==> src/design/usbc_pkg.sv <==
// ----------------------------------------------------------------------------
// usbc_pkg
// Shared types, codes and constants of the endpoint-zero control engine.
// ----------------------------------------------------------------------------
`default_nettype none
package usbc_pkg;

  localparam int unsigned Ep0PacketSize = 8;
  localparam int unsigned CfgDataW = 40;
  localparam int unsigned CfgIdxW = 3;
  localparam logic [7:0] SerialLen = 8'd26;
  localparam logic [7:0] NoRequest = 8'hFF;

  localparam logic [1:0] OpSetup = 2'd0;
  localparam logic [1:0] OpIn    = 2'd1;
  localparam logic [1:0] OpOut   = 2'd2;
  localparam logic [1:0] OpReset = 2'd3;

  localparam logic [1:0] HsAck   = 2'd0;
  localparam logic [1:0] HsStall = 2'd1;
  localparam logic [1:0] HsNak   = 2'd2;
  localparam logic [1:0] HsNone  = 2'd3;

  localparam logic [7:0] ReqGetStatus = 8'd0;
  localparam logic [7:0] ReqClrFeat   = 8'd1;
  localparam logic [7:0] ReqSetFeat   = 8'd3;
  localparam logic [7:0] ReqSetAddr   = 8'd5;
  localparam logic [7:0] ReqGetDesc   = 8'd6;
  localparam logic [7:0] ReqGetCfg    = 8'd8;
  localparam logic [7:0] ReqSetCfg    = 8'd9;
  localparam logic [7:0] ReqGetIf     = 8'd10;
  localparam logic [7:0] ReqSetIf     = 8'd11;

  localparam logic [CfgIdxW-1:0] RegDevLen  = 3'd0;
  localparam logic [CfgIdxW-1:0] RegCfgLen  = 3'd1;
  localparam logic [CfgIdxW-1:0] RegLangLen = 3'd2;
  localparam logic [CfgIdxW-1:0] RegProdLen = 3'd3;
  localparam logic [CfgIdxW-1:0] RegRepLen  = 3'd4;
  localparam logic [CfgIdxW-1:0] RegChipId  = 3'd5;

  typedef struct packed {
    logic [1:0]  operation;
    logic [6:0]  rx_length;
    logic [7:0]  request_type;
    logic [7:0]  request_code;
    logic [15:0] value_word;
    logic [15:0] index_word;
    logic [15:0] length_word;
  } event_t;

  typedef struct packed {
    logic       kind;
    logic       byte_from_rom;
    logic [7:0] data_byte;
    logic [2:0] rom_select;
    logic [7:0] rom_offset;
    logic [1:0] handshake;
    logic [3:0] packet_length;
    logic       tx_toggle;
    logic       address_update;
    logic [6:0] new_address;
    logic       last;
  } result_t;

  typedef struct packed {
    logic [CfgIdxW-1:0] index;
    logic [CfgDataW-1:0] data;
  } cfg_t;

  function automatic logic [7:0] hex_of(input logic [3:0] v);
    hex_of = (v < 4'd10) ? (8'h30 + {4'd0, v}) : (8'h37 + {4'd0, v});
  endfunction

endpackage
`default_nettype wire

==> src/design/usbc_stream_if.sv <==
// ----------------------------------------------------------------------------
// usbc_stream_if
// Valid/ready channel carrying one payload per transaction.
// ----------------------------------------------------------------------------
`default_nettype none
interface usbc_stream_if #(
  parameter type T = logic
);
  logic valid;
  logic ready;
  T     payload;

  modport source (output valid, output payload, input ready);
  modport sink (input valid, input payload, output ready);
endinterface
`default_nettype wire

==> src/design/usbc_serial_gen.sv <==
// ----------------------------------------------------------------------------
// usbc_serial_gen
// Generates one byte of the serial string descriptor from its index.
// ----------------------------------------------------------------------------
`default_nettype none
module usbc_serial_gen (
  input  wire logic [7:0]  idx_i,
  input  wire logic [39:0] chip_id_i,
  output logic      [7:0]  byte_o
);
  import usbc_pkg::*;

  logic [6:0] ch;
  logic [6:0] cd;
  logic [5:0] kb;
  logic [7:0] idb;

  always_comb begin
    ch = idx_i[7:1] - 7'd1;
    cd = ch - 7'd2;
    kb = (cd[6:1] > 6'd4) ? 6'd4 : cd[6:1];
    case (kb[2:0])
      3'd0: idb = chip_id_i[39:32];
      3'd1: idb = chip_id_i[31:24];
      3'd2: idb = chip_id_i[23:16];
      3'd3: idb = chip_id_i[15:8];
      default: idb = chip_id_i[7:0];
    endcase
    if (idx_i == 8'd0) byte_o = SerialLen;
    else if (idx_i == 8'd1) byte_o = 8'd3;
    else if (idx_i[0]) byte_o = 8'd0;
    else if (ch == 7'd0) byte_o = 8'h43;
    else if (ch == 7'd1) byte_o = 8'h4B;
    else byte_o = hex_of(cd[0] ? idb[3:0] : idb[7:4]);
  end
endmodule
`default_nettype wire

==> src/design/usb_control_endpoint_handler_unit.sv <==
// ----------------------------------------------------------------------------
// usb_control_endpoint_handler_unit
// Endpoint-zero standard request engine with descriptor packet sequencer.
// ----------------------------------------------------------------------------
//  channel  | direction | payload
//  evt      | in        | event_t: operation and setup fields
//  res      | out       | result_t: data bytes, then one handshake item
//  cfg      | in        | cfg_t: register index and write data
//
// An event is decoded in the cycle it is accepted. Then one item is emitted
// per cycle while the output register is free, and the engine goes back to
// idle once the handshake item has been taken. The output stage stalls on
// res.ready; no new event is taken until the handshake item of the current
// one has been handed over. Reset clears all protocol state.
// ----------------------------------------------------------------------------
`default_nettype none
module usb_control_endpoint_handler_unit #(
  parameter int unsigned EP0_PACKET_SIZE = usbc_pkg::Ep0PacketSize
) (
  input  wire logic clk_i,
  input  wire logic rst_ni,
  usbc_stream_if.sink   evt,
  usbc_stream_if.source res,
  usbc_stream_if.sink   cfg
);
  import usbc_pkg::*;

  localparam int unsigned PktMax = (EP0_PACKET_SIZE < 8) ? EP0_PACKET_SIZE : 8;
  localparam logic [15:0] PktMaxW = 16'(PktMax);

  typedef enum logic [2:0] {
    StIdle = 3'b001,
    StData = 3'b010,
    StHs   = 3'b100
  } state_e;

  state_e state_q, state_d;

  logic [7:0] dev_len_q, cfg_len_q, lang_len_q, prod_len_q, rep_len_q;
  logic [39:0] chip_id_q;

  logic [15:0] rem_q, rem_d;
  logic [7:0]  act_q, act_d;
  logic        ser_q, ser_d;
  logic [2:0]  sel_q, sel_d;
  logic [7:0]  off_q, off_d;
  logic        conf_q, conf_d;
  logic [1:0]  halt_q, halt_d;
  logic [6:0]  addr_q, addr_d;
  logic        tog_q, tog_d;
  logic [1:0]  resp_q, resp_d;

  // Per-event sequencing: bytes left in packet, and the pending handshake.
  logic [3:0]  cnt_q, cnt_d;
  logic        gen_q, gen_d;      // generated bytes (status/config)
  logic [7:0]  g0_q, g0_d;        // first generated byte
  logic        first_q, first_d;
  result_t     hs_q, hs_d;

  result_t     out_q, out_d;
  logic        ov_q, ov_d;

  logic [7:0]  ser_byte;

  usbc_serial_gen u_ser (.idx_i(off_q), .chip_id_i(chip_id_q), .byte_o(ser_byte));

  assign evt.ready = (state_q == StIdle);
  assign cfg.ready = 1'b1;
  assign res.valid = ov_q;
  assign res.payload = out_q;

  always_ff @(posedge clk_i or negedge rst_ni) begin
    if (!rst_ni) begin
      dev_len_q <= 8'd18; cfg_len_q <= 8'd34; lang_len_q <= 8'd4;
      prod_len_q <= 8'd24; rep_len_q <= 8'd63; chip_id_q <= '0;
    end else if (cfg.valid) begin
      case (cfg.payload.index)
        RegDevLen:  dev_len_q  <= cfg.payload.data[7:0];
        RegCfgLen:  cfg_len_q  <= cfg.payload.data[7:0];
        RegLangLen: lang_len_q <= cfg.payload.data[7:0];
        RegProdLen: prod_len_q <= cfg.payload.data[7:0];
        RegRepLen:  rep_len_q  <= cfg.payload.data[7:0];
        RegChipId:  chip_id_q  <= cfg.payload.data;
        default: ;
      endcase
    end
  end

  function automatic result_t mk_hs(input logic [1:0] h, input logic [3:0] n,
                                    input logic t, input logic au,
                                    input logic [6:0] a);
    result_t r;
    r = '0;
    r.kind = 1'b1; r.handshake = h; r.packet_length = n; r.tx_toggle = t;
    r.address_update = au; r.new_address = au ? a : 7'd0; r.last = 1'b1;
    return r;
  endfunction

  always_comb begin
    event_t e;
    logic stall, okd;
    logic [7:0] dl, rt, rq, vh, vl, ih, il;
    logic [15:0] iw, rl;
    logic [3:0] n;
    result_t d;
    e = evt.payload;
    rt = e.request_type; rq = e.request_code;
    vh = e.value_word[15:8]; vl = e.value_word[7:0];
    ih = e.index_word[15:8]; il = e.index_word[7:0]; iw = e.index_word;
    rl = e.length_word;
    stall = 1'b0; okd = 1'b0; dl = 8'd0; n = 4'd0; d = '0;

    state_d = state_q;
    rem_d = rem_q; act_d = act_q; ser_d = ser_q; sel_d = sel_q; off_d = off_q;
    conf_d = conf_q; halt_d = halt_q; addr_d = addr_q; tog_d = tog_q;
    resp_d = resp_q; cnt_d = cnt_q; gen_d = gen_q; g0_d = g0_q;
    first_d = first_q; hs_d = hs_q; out_d = out_q; ov_d = ov_q;

    if (ov_q && res.ready) ov_d = 1'b0;

    case (state_q)
      StIdle: begin
        if (evt.valid) begin
          cnt_d = 4'd0; gen_d = 1'b0; g0_d = 8'd0; first_d = 1'b1;
          state_d = StData;
          case (e.operation)
            OpSetup: begin
              tog_d = 1'b1;
              if (e.rx_length != 7'd8) stall = 1'b1;
              else begin
                rem_d = rl; act_d = rq; ser_d = 1'b0; off_d = 8'd0;
                if ((rt & 8'h60) != 8'd0) stall = 1'b1;
                else begin
                  case (rq)
                    ReqGetDesc: begin
                      okd = 1'b1;
                      if (vh == 8'd1) begin sel_d = 3'd0; dl = dev_len_q; end
                      else if (vh == 8'd2) begin sel_d = 3'd1; dl = cfg_len_q; end
                      else if (vh == 8'd3) begin
                        if (vl == 8'd0) begin sel_d = 3'd2; dl = lang_len_q; end
                        else if (vl == 8'd1 || vl == 8'd2) begin
                          sel_d = 3'd3; dl = prod_len_q;
                        end else if (vl == 8'd3) begin
                          sel_d = 3'd0; ser_d = 1'b1; dl = SerialLen;
                        end else stall = 1'b1;
                      end else if (vh == 8'h22 && vl == 8'd0) begin
                        sel_d = 3'd4; dl = rep_len_q;
                      end else stall = 1'b1;
                      if (!stall) begin
                        if (rl > {8'd0, dl}) rem_d = {8'd0, dl};
                        n = (rem_d >= PktMaxW) ? 4'(PktMax) : rem_d[3:0];
                      end
                    end
                    ReqSetAddr: rem_d = {8'd0, vl};
                    ReqGetCfg: begin
                      if (rl != 16'd0) begin
                        n = 4'd1; gen_d = 1'b1; g0_d = {7'd0, conf_q};
                      end
                    end
                    ReqSetCfg: begin
                      if (rt != 8'd0 || vh != 8'd0 || vl > 8'd1 || ih != 8'd0 ||
                          il != 8'd0 || rl != 16'd0) stall = 1'b1;
                      else begin conf_d = vl[0]; halt_d = 2'b00; end
                    end
                    ReqGetIf, ReqSetIf: ;
                    ReqClrFeat, ReqSetFeat: begin
                      if (rt != 8'h02 || vh != 8'd0 || vl != 8'd0 || ih != 8'd0 ||
                          rl != 16'd0 || !conf_q || (il != 8'h81 && il != 8'h01))
                        stall = 1'b1;
                      else if (rq == ReqSetFeat)
                        halt_d = halt_q | ((il == 8'h81) ? 2'b10 : 2'b01);
                      else halt_d = halt_q & ~((il == 8'h81) ? 2'b10 : 2'b01);
                    end
                    ReqGetStatus: begin
                      if (vh != 8'd0 || vl != 8'd0 || rl != 16'd2) stall = 1'b1;
                      else if (rt == 8'h80) begin
                        if (iw != 16'd0) stall = 1'b1;
                      end else if (rt == 8'h81) begin
                        if (!conf_q || iw != 16'd0) stall = 1'b1;
                      end else if (rt == 8'h82) begin
                        if (iw == 16'h81 || iw == 16'h01) begin
                          if (!conf_q) stall = 1'b1;
                          else g0_d = {7'd0, (iw == 16'h81) ? halt_q[1] : halt_q[0]};
                        end else if (iw != 16'h80 && iw != 16'h00) stall = 1'b1;
                      end else stall = 1'b1;
                      if (!stall) begin n = 4'd2; gen_d = 1'b1; end
                    end
                    default: stall = 1'b1;
                  endcase
                end
              end
              if (stall) begin
                act_d = NoRequest; resp_d = HsStall; n = 4'd0;
                hs_d = mk_hs(HsStall, 4'd0, 1'b1, 1'b0, 7'd0);
              end else begin
                resp_d = HsAck;
                hs_d = mk_hs(HsAck, n, 1'b1, 1'b0, 7'd0);
                if (okd) rem_d = rem_d - {12'd0, n};
              end
              cnt_d = n;
            end
            OpIn: begin
              if (act_q == ReqGetDesc) begin
                n = (rem_q >= PktMaxW) ? 4'(PktMax) : rem_q[3:0];
                rem_d = rem_q - {12'd0, n};
                tog_d = ~tog_q;
                cnt_d = n;
                hs_d = mk_hs(resp_q, n, ~tog_q, 1'b0, 7'd0);
              end else begin
                resp_d = HsNak; tog_d = 1'b0;
                if (act_q == ReqSetAddr) begin
                  addr_d = rem_q[6:0];
                  hs_d = mk_hs(HsNak, 4'd0, 1'b0, 1'b1, rem_q[6:0]);
                end else hs_d = mk_hs(HsNak, 4'd0, 1'b0, 1'b0, 7'd0);
              end
            end
            OpOut: begin
              resp_d = (resp_q == HsAck) ? HsNak : resp_q;
              hs_d = mk_hs(resp_d, 4'd0, tog_q, 1'b0, 7'd0);
            end
            default: begin
              addr_d = 7'd0; conf_d = 1'b0; halt_d = 2'b00;
              resp_d = HsNak; tog_d = 1'b0;
              hs_d = mk_hs(HsNak, 4'd0, 1'b0, 1'b1, 7'd0);
            end
          endcase
        end
      end
      StData: begin
        if (!ov_d) begin
          if (cnt_q == 4'd0) begin
            out_d = hs_q; ov_d = 1'b1; state_d = StHs;
          end else begin
            d.handshake = HsNone;
            if (gen_q) begin
              d.data_byte = first_q ? g0_q : 8'd0;
            end else if (ser_q) begin
              d.data_byte = ser_byte;
              off_d = off_q + 8'd1;
            end else begin
              d.byte_from_rom = 1'b1; d.rom_select = sel_q; d.rom_offset = off_q;
              off_d = off_q + 8'd1;
            end
            out_d = d; ov_d = 1'b1;
            first_d = 1'b0;
            cnt_d = cnt_q - 4'd1;
          end
        end
      end
      StHs: begin
        if (!ov_d) state_d = StIdle;
      end
      default: state_d = StIdle;
    endcase
  end

  always_ff @(posedge clk_i or negedge rst_ni) begin
    if (!rst_ni) begin
      state_q <= StIdle;
      rem_q <= '0; act_q <= NoRequest; ser_q <= 1'b0; sel_q <= '0; off_q <= '0;
      conf_q <= 1'b0; halt_q <= '0; addr_q <= '0; tog_q <= 1'b1; resp_q <= HsNak;
      cnt_q <= '0; gen_q <= 1'b0; first_q <= 1'b0; ov_q <= 1'b0;
    end else begin
      state_q <= state_d;
      rem_q <= rem_d; act_q <= act_d; ser_q <= ser_d; sel_q <= sel_d; off_q <= off_d;
      conf_q <= conf_d; halt_q <= halt_d; addr_q <= addr_d; tog_q <= tog_d;
      resp_q <= resp_d; cnt_q <= cnt_d; gen_q <= gen_d; first_q <= first_d;
      ov_q <= ov_d;
    end
  end

  always_ff @(posedge clk_i) begin
    g0_q <= g0_d; hs_q <= hs_d; out_q <= out_d;
  end
endmodule
`default_nettype wire

==> src/flat_wrapper.sv <==
// flat-port wrapper written by rule: the top's interface ports become plain ports
module usb_control_endpoint_handler_unit_flat import usbc_pkg::*;
#(
  parameter int unsigned EP0_PACKET_SIZE = usbc_pkg::Ep0PacketSize
)
  (clk_i, rst_ni, evt_valid, evt_payload, evt_ready, res_valid, res_payload, res_ready, cfg_valid, cfg_payload, cfg_ready);
  usbc_stream_if #(.T(event_t)) evt_i ();
  usbc_stream_if #(.T(result_t)) res_i ();
  usbc_stream_if #(.T(cfg_t)) cfg_i ();
  input  wire logic clk_i;
  input  wire logic rst_ni;
  input wire logic [$bits(evt_i.valid)-1:0] evt_valid;
  input wire logic [$bits(evt_i.payload)-1:0] evt_payload;
  output wire logic [$bits(evt_i.ready)-1:0] evt_ready;
  output wire logic [$bits(res_i.valid)-1:0] res_valid;
  output wire logic [$bits(res_i.payload)-1:0] res_payload;
  input wire logic [$bits(res_i.ready)-1:0] res_ready;
  input wire logic [$bits(cfg_i.valid)-1:0] cfg_valid;
  input wire logic [$bits(cfg_i.payload)-1:0] cfg_payload;
  output wire logic [$bits(cfg_i.ready)-1:0] cfg_ready;
  assign evt_i.valid = evt_valid;
  assign evt_i.payload = evt_payload;
  assign evt_ready = evt_i.ready;
  assign res_valid = res_i.valid;
  assign res_payload = res_i.payload;
  assign res_i.ready = res_ready;
  assign cfg_i.valid = cfg_valid;
  assign cfg_i.payload = cfg_payload;
  assign cfg_ready = cfg_i.ready;
  usb_control_endpoint_handler_unit #(.EP0_PACKET_SIZE(EP0_PACKET_SIZE)) u_core (.clk_i(clk_i), .rst_ni(rst_ni), .evt(evt_i), .res(res_i), .cfg(cfg_i));
endmodule
==> config.mk <==
export PLATFORM = sky130hd
export DESIGN_NAME = usb_control_endpoint_handler_unit_flat
export DESIGN_NICKNAME = d
export VERILOG_FILES = /design/src/design/usbc_pkg.sv /design/src/design/usbc_stream_if.sv /design/src/design/usbc_serial_gen.sv /design/src/design/usb_control_endpoint_handler_unit.sv /design/src/flat_wrapper.sv
export SDC_FILE = /design/constraint.sdc
export NUM_CORES = 1
export LEC_CHECK = 0
export ABC_AREA = 1
export BUFFER_PORTS_ARGS = -buffer_cell sky130_fd_sc_hd__buf_4
export CAP_MARGIN = 25
export CORE_ASPECT_RATIO = 1.25
export CORE_MARGIN = 2
export CORE_UTILIZATION = 58
export DETAILED_ROUTE_END_ITERATION = 16
export MAX_ROUTING_LAYER = met4
export PLACE_DENSITY = 0.82
export SYNTH_ARGS = -nofsm -noshare
export SYNTH_HDL_FRONTEND = slang
export SYNTH_SLANG_ARGS = --single-unit
==> constraint.sdc <==
create_clock -name clk_i -period 5 [get_ports clk_i]
set_input_delay 1 -clock clk_i [delete_from_list [all_inputs] [get_ports clk_i]]
set_output_delay 1 -clock clk_i [all_outputs]
set_load 0.005 [all_outputs]
=== Word-level counts from Yosys, hierarchy flattened ===
Cells that the tools add are included.

* Register bits: 214
* Bits in latches: 0
* RAM bits: 0
* ROM bits: 0
* Input bits: 121
* Output and inout bits: 40
* Memories: 0

* Add/subtract/negate cells: 8
* $mul: 0
* Div/mod/pow operators: 0
* Magnitude comparators: 6
* Eq/ne operators: 63
* Shift-type cells: 0
* Mux-type cells: 182
* Bitwise gates (word level): 10
* Reductions and logical operators: 64

{| class="wikitable"
|+ Operators with widths
! cell !! count
|-
| 16-bit 2-to-1 mux || 17
|-
| 8-bit 2-to-1 mux || 27
|-
| 37-bit case mux with 3 select lines || 1
|-
| 1-bit 2-to-1 mux || 71
|-
| 16-bit case mux with 2 select lines || 2
|-
| 4-bit 2-to-1 mux || 14
|-
| 7-bit 2-to-1 mux || 7
|-
| 8-bit nonzero test || 6
|-
| 8-bit by 2-bit == test with 1-bit output (second input constant) || 5
|-
| 37-bit 2-to-1 mux || 1
|-
| 3-bit 2-to-1 mux || 12
|-
| 36-bit 2-to-1 mux || 1
|-
| 8-bit by 1-bit == test with 1-bit output (second input constant) || 4
|-
| 8-bit by 3-bit == test with 1-bit output (second input constant) || 4
|-
| 8-bit by 4-bit == test with 1-bit output (second input constant) || 4
|-
| 8-bit == test (second input constant) || 4
|-
| 16-bit by 4-bit greater-or-equal comparator with 1-bit output (second input constant) || 2
|-
| 8-bit case mux with 2 select lines || 2
|-
| 8-bit case mux with 4 select lines || 1
|-
| 16-bit nonzero test || 2
|-
| 16-bit by 4-bit subtractor with 16-bit output || 2
|-
| 8-bit logical NOT || 3
|-
| 2-bit inequality test (second input constant) || 12
|-
| 11-bit 2-to-1 mux || 2
|-
| other kinds (60) || 127
|}

=== Depth between registers and ports, before layout ===
* Depth in word-level cells: 35
* Depth in mapped cells: 41
* Gate-level depth less buffers: 40

=== Cells and area by module ===
Synthesis repeated with hierarchy kept, for this count alone.

* Cell total of the unflattened synthesis: 1477
* Area, all modules: 11521.0 um^2

{| class="wikitable"
|+ By module, submodules not included
! module !! instances !! cells an instance !! area each (um^2) !! sequential area each (um^2)
|-
| usb_control_endpoint_handler_unit || 1 || 1289 || 10458.8 || 4894.7
|-
| usbc_serial_gen || 1 || 188 || 1062.3 || 0.0
|}

=== Worst setup path before layout ===
Ideal clock, no wire load.

* Path type: input -> register
* From: input port evt_payload[47]
* To: register u_core.rem_q[7]
* Library setup time: 73 ps
* Arrival time: 5270 ps
* Required time: 4927 ps
* Setup slack: -343 ps
* Stages: 37
* Buffers on the path: 1
* Path through: nor2_2 > nand3_2 > nor2_4 > nand2_4 > nor3_1 > a21oi_1 > o21ai_0 > o21ai_0 > ha_1 > nand2_1 > o21ai_0 > nand2_1 > o211ai_1 > nand2_1 > nand2_2 > inv_2 > buf_6 > nand2_1 > o21ai_0 > nor2_1 > nand3_1 > o21ai_1 > nand2_1 > ha_1 > nand2_1 > nor2_1 > a211oi_1 > nor2_1 > nor2_1 > nand3_1 > nor3_2 > nand2_2 > nor2_4 > inv_2 > nand2_1 > nand2_1 > a21oi_2

* Longest elaborated chain between the ends: 34
* Elaborated cells on any way between the ends: 84
* Those cells by class: add/sub (1); order compare (2); eq/ne (4); mux (62); reduce/logical (15)

{| class="wikitable"
|+ Ends and longest elaborated chain
! item !! line !! RTL
|-
| from (decl) || flat_wrapper.sv:13 || <nowiki>input wire logic [$bits(evt_i.payload)-1:0] evt_payload;</nowiki>
|-
| 8-bit by 6-bit == test with 1-bit output || usb_control_endpoint_handler_unit.sv:146 || <nowiki>end else if (vh == 8'h22 && vl == 8'd0) begin</nowiki>
|-
| 1-bit logical AND || usb_control_endpoint_handler_unit.sv:146 ||
|-
| 8-bit 2-to-1 mux || usb_control_endpoint_handler_unit.sv:146 ||
|-
| 8-bit 2-to-1 mux || usb_control_endpoint_handler_unit.sv:139 || <nowiki>else if (vh == 8'd3) begin</nowiki>
|-
| 8-bit 2-to-1 mux || usb_control_endpoint_handler_unit.sv:138 || <nowiki>else if (vh == 8'd2) begin sel_d = 3'd1; dl = cfg_len_q; end</nowiki>
|-
| 8-bit 2-to-1 mux || usb_control_endpoint_handler_unit.sv:137 || <nowiki>if (vh == 8'd1) begin sel_d = 3'd0; dl = dev_len_q; end</nowiki>
|-
| 8-bit 2-to-1 mux || usb_control_endpoint_handler_unit.sv:134 || <nowiki>case (rq)</nowiki>
|-
| 8-bit 2-to-1 mux || usb_control_endpoint_handler_unit.sv:132 || <nowiki>if ((rt & 8'h60) != 8'd0) stall = 1'b1;</nowiki>
|-
| [18 not listed] || n/a ||
|-
| 4-bit 2-to-1 mux || usb_control_endpoint_handler_unit.sv:129 || <nowiki>if (e.rx_length != 7'd8) stall = 1'b1;</nowiki>
|-
| 4-bit 2-to-1 mux || usb_control_endpoint_handler_unit.sv:126 || <nowiki>case (e.operation)</nowiki>
|-
| 4-bit 2-to-1 mux || usb_control_endpoint_handler_unit.sv:123 || <nowiki>if (evt.valid) begin</nowiki>
|-
| 4-bit 2-to-1 mux || usb_control_endpoint_handler_unit.sv:121 || <nowiki>case (state_q)</nowiki>
|-
| 16-bit by 4-bit subtractor with 16-bit output || usb_control_endpoint_handler_unit.sv:198 || <nowiki>if (okd) rem_d = rem_d - {12'd0, n};</nowiki>
|-
| 16-bit 2-to-1 mux || usb_control_endpoint_handler_unit.sv:198 ||
|-
| 16-bit 2-to-1 mux * || usb_control_endpoint_handler_unit.sv:192 || <nowiki>if (stall) begin</nowiki>
|-
| 16-bit case mux with 2 select lines * || usb_control_endpoint_handler_unit.sv:126 ||
|-
| to (signal assigned) || usb_control_endpoint_handler_unit.sv:260 || <nowiki>rem_q <= '0; act_q <= NoRequest; ser_q <= 1'b0; sel_q <= '0; off_q <= '0;</nowiki>
|-
| to (signal assigned) || usb_control_endpoint_handler_unit.sv:265 || <nowiki>rem_q <= rem_d; act_q <= act_d; ser_q <= ser_d; sel_q <= sel_d; off_q <= off_d;</nowiki>
|-
| to (decl) || usb_control_endpoint_handler_unit.sv:42 || <nowiki>logic [15:0] rem_q, rem_d;</nowiki>
|}

Every way passes the cells marked *; elsewhere a longest branch is shown, timed or not. The select of a mux whose other input is x is not followed.
A chain may end at the register's enable or synchronous reset.

=== Worst setup path in the final report ===
* From: input port evt_payload[43]
* To: register u_core.rem_q[11]

The elaborated chain is that of the path after synthesis.

==> impl_metrics.py <==
metrics = {
    "sta": {
        "min_period_ns": 5.26,
        "worst_slack_ns": -0.264,
        "tightest_slew_ns": 1.01,
        "holdWs_ns": 0.467,
        "fin_setup_tns_ns": -2.28,
        "grt_setup_unrepaired": "true",
        "slew_violations": 0,
        "fin_skew_ns": 0.0158,
        "fmax_ghz": 0.190,
        "fin_crit_sh": 1.05,
        "slew_headroom": 0.322,
        "final-setup-viol-count": 12,
        "finalHoldViolCount": 0,
    },
    "clock_network": {
        "cts_root_buffer": "clkbuf_16",
        "clk_latency_ns": 0.45,
        "clock_sinks": 183,
        "postCtsHoldBufs": 0,
        "clkSlewWorstSetupHoldPaths_ns": 0.08,
        "clock_tree.htree_level_count": 4,
        "cts-buffers-inserted": 17,
        "clockBufferDepth": 2,
        "tritoncts": "done",
    },
    "run": {
        "cap_violations": 0,
    },
    "route": {
        "dr_total_vias": 10900,
        "viasPerCell": 5.78,
        "drt_iter0_markers": 1137,
        "wl_per_cell_um": 17.0,
        "ant_nets": 0,
        "firstDrtPassIters": 6,
        "wirelength_um": 32100,
        "drc": 0,
    },
    "setup_path": {
        "path_buf_inv": 6,
        "slowest_stage": "ha_1",
        "start_kind": "primary input",
        "r2r_setup_slack_ns": 0.35,
        "crit_top_cell": "nor2_4",
        "reg2reg_from": "u_core.prod_len_q[3]",
        "r2r-end": "u_core.rem_q[11]",
        "max_stage_delay_ns": 0.38,
        "required_ns": 5.38,
        "worst_ep_arrival_time_ns": 5.64,
        "endpoint_kind": "flop",
        "path_class": "in -> reg",
        "r2r_cells": 31,
        "crit_fanout": 7,
        "crit_family": "simple AND/OR/NAND/NOR gates",
    },
    "die": {
        "fp.dieArea_mm2": 0.0204,
        "die_h_um": 159,
        "die_w_um": 128,
        "core_mm2": 0.0188,
        "placementRows": 56,
        "initial_core_util": 0.594,
        "io_pins": 161,
    },
    "status": {
        "status": "finished with violations",
        "violations": "setup timing",
    },
    "finish": {
        "antennaDiodeCount": 0,
        "final_cells": 1890,
        "drive_above_1_share": 0.295,
        "final_area_mm2": 0.0142,
        "syn_to_final_growth_pct": 27.1,
        "finalNetCount": 1795,
        "fill_cells": 1358,
    },
    "global_routing": {
        "antenna_found_initial": 0,
        "grt_pass1_wl_um": 50400,
        "grt_pass1_vias": 10600,
        "overflow": 0,
        "track_usage": 0.317,
        "grt_max_degree": 56,
    },
    "synthesis": {
        "avgSynthCellArea_um2": 7.90,
        "syn-cell-area_mm2": 0.0112,
        "synth_edf_count": 51,
        "ys_seq_elements": 183,
        "synthDistinctLibCells": 60,
        "synthArstFlopShare": 0.721,
        "synthCells": 1416,
        "synth_warnings": 0,
        "ys.flop_type": "dfrtp_1",
        "ys_seq_area_frac": 0.435,
    },
    "power_and_ir_drop": {
        "p_per_area_mw_per_mm2": 402,
        "leakagePower_nw": 6.54,
        "ir_worst_vdd_mv": 0.229,
    },
    "place": {
        "placed_area_mm2": 0.0131,
        "port_buffers": 158,
        "dpl.cell_count": 1838,
        "pre_cts_ws_ns": -0.672,
        "hpwl_um": 23200,
        "place_congestion": 0.948,
    },
    "worst_hold_path": {
        "hp-class": "in -> async",
    },
}
## cell type report
type | instances | area [µm²] | share of cell area
Inverter | 209 | 797 | 0.0561
Sequential cell | 183 | 4860 | 0.342
Multi-Input combinational cell | 985 | 5680 | 0.400
Clock inverter | 13 | 148 | 0.0104
Tap cell | 232 | 290 | 0.0204
Timing Repair Buffer | 248 | 1950 | 0.137
Timing Repair inverter | 1 | 8.76 | 0.000616
Clock buffer | 19 | 475 | 0.0334
## power breakdown
part | switching [W] | total [W] | internal [W] | leakage (nW)
sequential | 0.000283 | 0.00226 | 0.00198 | 2.06
clock | 0.000675 | 0.00141 | 0.000733 | 0.303
combinational | 0.00130 | 0.00205 | 0.000745 | 4.17
total | 0.00226 | 0.00572 | 0.00346 | 6.54
## worst max path at each step
| stage | startpoint | end | slack [ns] | cells after the start |
|---|---|---|---|---|
| 2_1_floorplan | evt_payload[34] | u_core.rem_q[7] | -0.12 | 38 |
| 3_3_place_gp | evt_payload[43] | u_core.rem_q[12] | -0.44 | 35 |
| 3_5_place_dp | evt_payload[43] | u_core.rem_q[14] | -0.67 | 35 |
| 4_1_cts | evt_payload[47] | u_core.rem_q[13] | 0.002 | 35 |
| 5_1_grt | evt_payload[46] | u_core.rem_q[7] | -0.59 | 37 |
| 6_report | evt_payload[43] | u_core.rem_q[11] | -0.26 | 35 |
## cell usage in the layout, fill, tap and decap left out, drive strengths merged, types with 24 or more instances in the layout
master,instances
a21oi,76
buf,248
dfrtp,108
dfstp,24
edfxtp,51
ha,28
inv,213
mux2,28
nand2,272
nand3,82
nand4,51
nor2,191
nor3,27
o21ai,143
## worst register-to-register path: cells and delay by family, from the launching register on
| kind | cells | cell delay (ns) |
|---|---|---|
| flip-flops | 1 | 0.55 |
| AO/OA/AOI/OAI | 8 | 1.05 |
| AND/OR/NAND/NOR | 17 | 1.94 |
| buffers and inverters | 4 | 0.34 |
| adder cells (fa/ha/maj) | 2 | 0.69 |
## registers in the layout, indices dropped and copies added (netlist names)
name                flops
u_core.g0_q             1
u_core.conf_q           1
u_core.ser_q            1
u_core.act_q            8
u_core.gen_q            1
u_core.rem_q           16
u_core.tog_q            1
u_core.halt_q           2
u_core.first_q          1
u_core.res.payload     35
u_core.off_q            8
u_core.res.valid        1
u_core.lang_len_q       8
u_core.resp_q           2
u_core.sel_q            3
u_core.dev_len_q        8
u_core.state_q          3
u_core.cfg_len_q        8
u_core.chip_id_q       40
u_core.cnt_q            4
u_core.prod_len_q       8
u_core.rep_len_q        8
u_core.hs_q            15
## logic make-up (layout without fill, tap and decap cells)
logic type	Yosys count	after routing	synth area share
buf+inv	250	490	0.0904
compound gates	268	268	0.136
simple gates	651	652	0.273
fa+ha+maj	29	29	0.0331
mux	28	28	0.0282
flops	183	183	0.435
other cells	2	3	0.000671
xor+xnor	5	5	0.00391
## through the flow
stage                     utilization  total power (W)
after detailed placement        0.695          0.00419
final                           0.754          0.00572
after global placement          0.694          0.00411
after CTS                       0.734          0.00564
after floorplan                     -          0.00353
after global routing            0.754          0.00605
## cells in the mapped netlist (8+ instances only)
cell type  count  area [µm²]
inv_2         19        71.3
nand3_1       73         365
nand2_1      261         980
nand4_1       50         313
a21oi_1       69         345
mux2_2        28         315
nor2_2        18         113
ha_1          28         350
o21ai_1       13        65.1
o21ai_0      126         631
nand2_2        8        50.1
dfstp_2       24         631
edfxtp_1      51        1530
nor2_4         8        90.1
nor4_1        13        81.3
dfrtp_1      108        2700
clkbuf_1      26        97.6
inv_1        185         694
nand3_2        9        90.1
o211ai_1       8        60.1
nor3_1        21         105
nor2_1       164         616
o22ai_1       10        62.6
## what timing repair did
action | CTS | global route
pin swaps | 2 | 42
gates resized for setup | 11 | 81
buffers inserted | 10 | 11
setup endpoints to repair | 11 | 15
gates cloned | 1 | 1
## per-layer routing
| layer | wire length [µm] | global-route usage |
|---|---|---|
| met3 | 2060 | 0.0484 |
| met2 | 16100 | 0.528 |
| met5 | 0 | - |
| met4 | 1100 | 0.124 |
| met1 | 12900 | 0.388 |
(Power assumes the default switching activity.)
